File: src/mqwf_state_mem.sv
// ----------------------------------------------------------------------------
// mqwf_state_mem
// per-queue state memory, registered read, entries read as zero
// until first written (valid flag per entry, cleared by reset)
// ----------------------------------------------------------------------------
module mqwf_state_mem #(
    parameter int  DEPTH = 16,
    parameter int  WIDTH = 25,
    localparam int AW    = (DEPTH > 1) ? $clog2(DEPTH) : 1
) (
    input  logic             clk,
    input  logic             rst_n,
    input  logic             rd_en,
    input  logic [AW-1:0]    rd_addr,
    output logic [WIDTH-1:0] rd_data,
    input  logic             wr_en,
    input  logic [AW-1:0]    wr_addr,
    input  logic [WIDTH-1:0] wr_data
);

    logic [WIDTH-1:0] mem [DEPTH];
    logic [DEPTH-1:0] valid_reg;
    logic [WIDTH-1:0] rd_data_reg;
    logic             rd_valid_reg;

    // storage, no reset
    always_ff @(posedge clk)
    begin
        if (wr_en)
        begin
            mem[wr_addr] <= wr_data;
        end
        if (rd_en)
        begin
            rd_data_reg <= mem[rd_addr];
        end
    end

    // written flags
    always_ff @(posedge clk or negedge rst_n)
    begin
        if (!rst_n)
        begin
            valid_reg    <= '0;
            rd_valid_reg <= 1'b0;
        end
        else
        begin
            if (wr_en)
            begin
                valid_reg[wr_addr] <= 1'b1;
            end
            if (rd_en)
            begin
                rd_valid_reg <= valid_reg[rd_addr];
            end
        end
    end

    assign rd_data = rd_valid_reg ? rd_data_reg : '0;

endmodule

File: config.mk
export PLATFORM = sky130hd
export DESIGN_NAME = mqwf_state_mem
export DESIGN_NICKNAME = d
export VERILOG_FILES = /design/src/mqwf_state_mem.sv
export SDC_FILE = /design/constraint.sdc
export NUM_CORES = 1
export LEC_CHECK = 0
export ABC_CLOCK_PERIOD_IN_PS = 3800
export BUFFER_PORTS_ARGS = -buffer_cell sky130_fd_sc_hd__buf_2
export CAP_MARGIN = 20
export CORE_ASPECT_RATIO = 0.5
export CORE_UTILIZATION = 35
export DETAILED_ROUTE_END_ITERATION = 7
export RECOVER_POWER = 50
export SYNTH_ARGS = -nofsm -noshare
export SYNTH_HDL_FRONTEND = slang
export SYNTH_SLANG_ARGS = --single-unit
File: constraint.sdc
create_clock -name clk -period 3.8 [get_ports clk]
set_input_delay 0.76 -clock clk [delete_from_list [all_inputs] [get_ports clk]]
set_output_delay 0.76 -clock clk [all_outputs]
set_load 0.05 [all_outputs]
==> results by group <==
Pwr
  • Static Leak: ~0.006 µW
  • Clock Power Share: between 30% and 40%
  • Peak supply drop: 0.262 mV
  • Power Total: 10,400 µW
  • Reg power frac: 53.5%
  • Internal Pwr Total: 8110 µW
  • Sw power: 2270 µW
  • Gate power share: approximately 7.9%
  • P per Cell Area: 538 nW/µm²
  • Sw Share: 21.9%

Drt
  • Avg WL per Cell: 24.7 µm
  • Final ANT Viol Nets: 0
  • DR DRC count: 0
  • WL final: 35,600 µm
  • Drt pass-1 iters: 5
  • Vias/cell: 5.09
  • 1st-iter DRT viols: 554
  • Via count: between 7,000 and 8,000

Clock network
  • Htree depth: 2
  • Post-CTS setup buffer count: 0
  • Clock Pin Slew Worst Setup and Hold Paths: 60 ps
  • TritonCTS buffer count: 43
  • Clock Sink Count: 442
  • Clock root buffer: clkbuf_16
  • Latest clock arrival within the worst-skew pair: around 530 ps
  • Clock Tree Buf Depth: 3
  • Cts hold-fix bufs: 0
  • CTS tree: done
  • Post-CTS sizing: 0

Cells and area
  • Antenna fix cells: 0
  • Max FFs per register: 400
  • Area Growth Syn to Fin: 15.2%
  • # nets final: just over 800
  • Layout cells sized above 1: 31.0%

Yosys
  • Yosys cell types: 20
  • Avg Inst Size Synth: 25.0 µm²
  • Count leader, synth: edfxtp_1
  • Syn_nets: between 700 and 800
  • Ys Warns: 0
  • Synthesized instance count: 670
  • Sequential fraction of the synthesis area: 78.7%
  • Post-synth EDFFs: 425
  • Yosys top cell by area: edfxtp_1
  • Yosys reg bits: 442
  • Mapped Area: between 15,000 and 20,000 µm²
  • Post-synth top area share: between 70 and 80%
  • Synth cell count leaders: edfxtp_1 (425), mux4_2 (121), and2_1 (25), dfrtp_1 (17), or2_1 (16)
  • Largest cells by area after synthesis: edfxtp_1 (76%), mux4_2 (16%), dfrtp_1 (2.5%)
  • Post-synth top flop: edfxtp_1
  • Post-synth ARST share: 3.85%

Job
  • Max-Cap Viols: 1

Floorplanning
  • Initial core utilization: approximately 36%
  • Floorplan core area: 47,000 µm²
  • Die extent in y: 157 µm
  • # IOs: 62
  • Die area: 48,800 µm²
  • FP Rows: 56
  • Die Wd: approximately 310 µm

Global routing
  • First-pass GRT wire length: around 52,000 µm
  • Total gr overflow: 0
  • GRT Overall Usage: 14.8%
  • Largest net degree at the start of global routing: 104
  • Number of global-route vias before repair: 7,799
  • Initial antenna violation count: 0

STA
  • Worst-Margin Slew: 1540 ps
  • Layout Skew: 8.96 ps
  • Slew Viols, Final: 17
  • Final Hold Fails: 0
  • Final worst path period need: 2890 ps
  • Final worst slack: 910 ps
  • TNS Setup: 0 ps
  • Tcrit/Tclk final: 76.0%
  • Final setup fails: 0
  • Worst slew margin: -2.45%
  • RSZ-0062 raised after global routing: false
  • Max Fclk: 346 MHz

Min path
  • HP Class: input pin to async pin

Worst setup path
  • Type of origin of the critical path: flip-flop
  • Crit-path slowest cell: dfrtp_1
  • CP Max Fanout: 12
  • CP arrival: roughly 2100 ps
  • CP Buf/Inv Count: 2
  • Critical Path Sink Type: output port
  • CP Cell Sequence: buf_4 -> and2_1 -> buf_2
  • Crit path max-delay family: flip-flops
  • Setup CP Type: flip-flop to output port
  • Max incr delay on CP: 700 ps
  • Required @ worst endpoint: around 3000 ps

Placement
  • Dpl hpwl: 18,000 µm
  • Pre-CTS WS: 904 ps
  • Port bufs: 61
  • GP Congestion: slightly above 0.7

Outcome
  • Status: complete, but fails checks
  • Failing checks: max-capacitance violations, max-slew violations
-- cell families (layout without fill, tap and decap cells) --
logic type | after synthesis | after routing | share of synthesized area (%)
DFF | 442 | 442 | 78.7
buffers and inverters | 31 | 165 | 1.34
muxes | 133 | 133 | 17.8
and+or+nand+nor | 64 | 64 | 2.19
-- worst reg2reg max path: stages, from the launching register on --
cell and delay (ps):
edfxtp_1 350, mux4_1 530, mux4_2 470
-- cells in the final DEF, fill, tap and decap left out --
master      synthesis  layout
clkbuf_1           10      41
mux4_2            121     121
mux2i_1             3       3
nand3b_1            2       2
mux4_1              8       8
or2_1              16      16
edfxtp_1          425     425
nand2_1             1       1
nor2_4              0      10
mux2_2              1       1
nand2b_1            2       2
clkbuf_8            0       1
dfrtp_1            17      17
buf_6               4       1
and2_1             25      25
or3b_1              1       1
bufinv_16           0       2
clkbuf_16           0      45
clkinvlp_4          0       1
buf_4               0      19
clkinv_2            0       6
clkinv_1            0      11
buf_2              11      31
nand3_1             1       1
buf_12              4       7
nor2_1             12       2
nor3_2              0       4
-- per-layer routing --
layer / up-vias / wire length [µm] / track usage, %
met4: 0 / 624 / 3.92
li1: 3072 / - / -
met3: 50 / 1790 / 2.44
met1: 4044 / 15300 / 19.8
met2: 179 / 17900 / 25.3
met5: - / 0 / 0
-- area by class of cell --
class / instances / area, µm²
clock inverter: 20 / 139
tap: 638 / 798
sequential: 442 / 13200
multi-input combinational: 197 / 3440
fill: 4008 / 27700
timing repair buffer: 87 / 558
clock buffer: 58 / 1180
-- power groups by stage --
stage | Sequential (µW) | Combinational, µW | Clock [µW]
after floorplan | 5630 | 569 | 0
after global placement | 5650 | 828 | 0
after detailed placement | 5660 | 840 | 0
after CTS | 5560 | 841 | 4090
after global routing | 5570 | 872 | 4260
final | 5560 | 823 | 4000
-- worst paths after layout --
path	startpoint	endpoint	slack, ps	cells after the start
min in group clk	valid_reg[15]$_DFFE_PN0P_	valid_reg[15]$_DFFE_PN0P_	460	1
setup reg to reg	mem[9][15]$_DFFE_PP_	rd_data_reg[15]$_DFFE_PP_	2200	2
hold reg to reg	valid_reg[15]$_DFFE_PN0P_	valid_reg[15]$_DFFE_PN0P_	460	1
hold / removal	rst_n	valid_reg[13]$_DFFE_PN0P_	340	1
max in group asynchronous	rst_n	valid_reg[3]$_DFFE_PN0P_	2890	1
setup / recovery	rd_valid_reg$_DFFE_PN0P_	rd_data[19]	910	3
-- through the flow --
step / utilization [%] / area, µm² / hold slack [ps] / std cells
after global placement: 38.4 / 18000 / 438 / 1364
after global routing: 41.1 / 19300 / 391 / 1442
after floorplan: - / 16800 / 424 / 670
after CTS: 41.2 / 19400 / 132 / 1442
final: 41.1 / 19300 / 344 / 1442
after detailed placement: 38.4 / 18000 / 451 / 1364
Power figures use the tool's default switching activity.
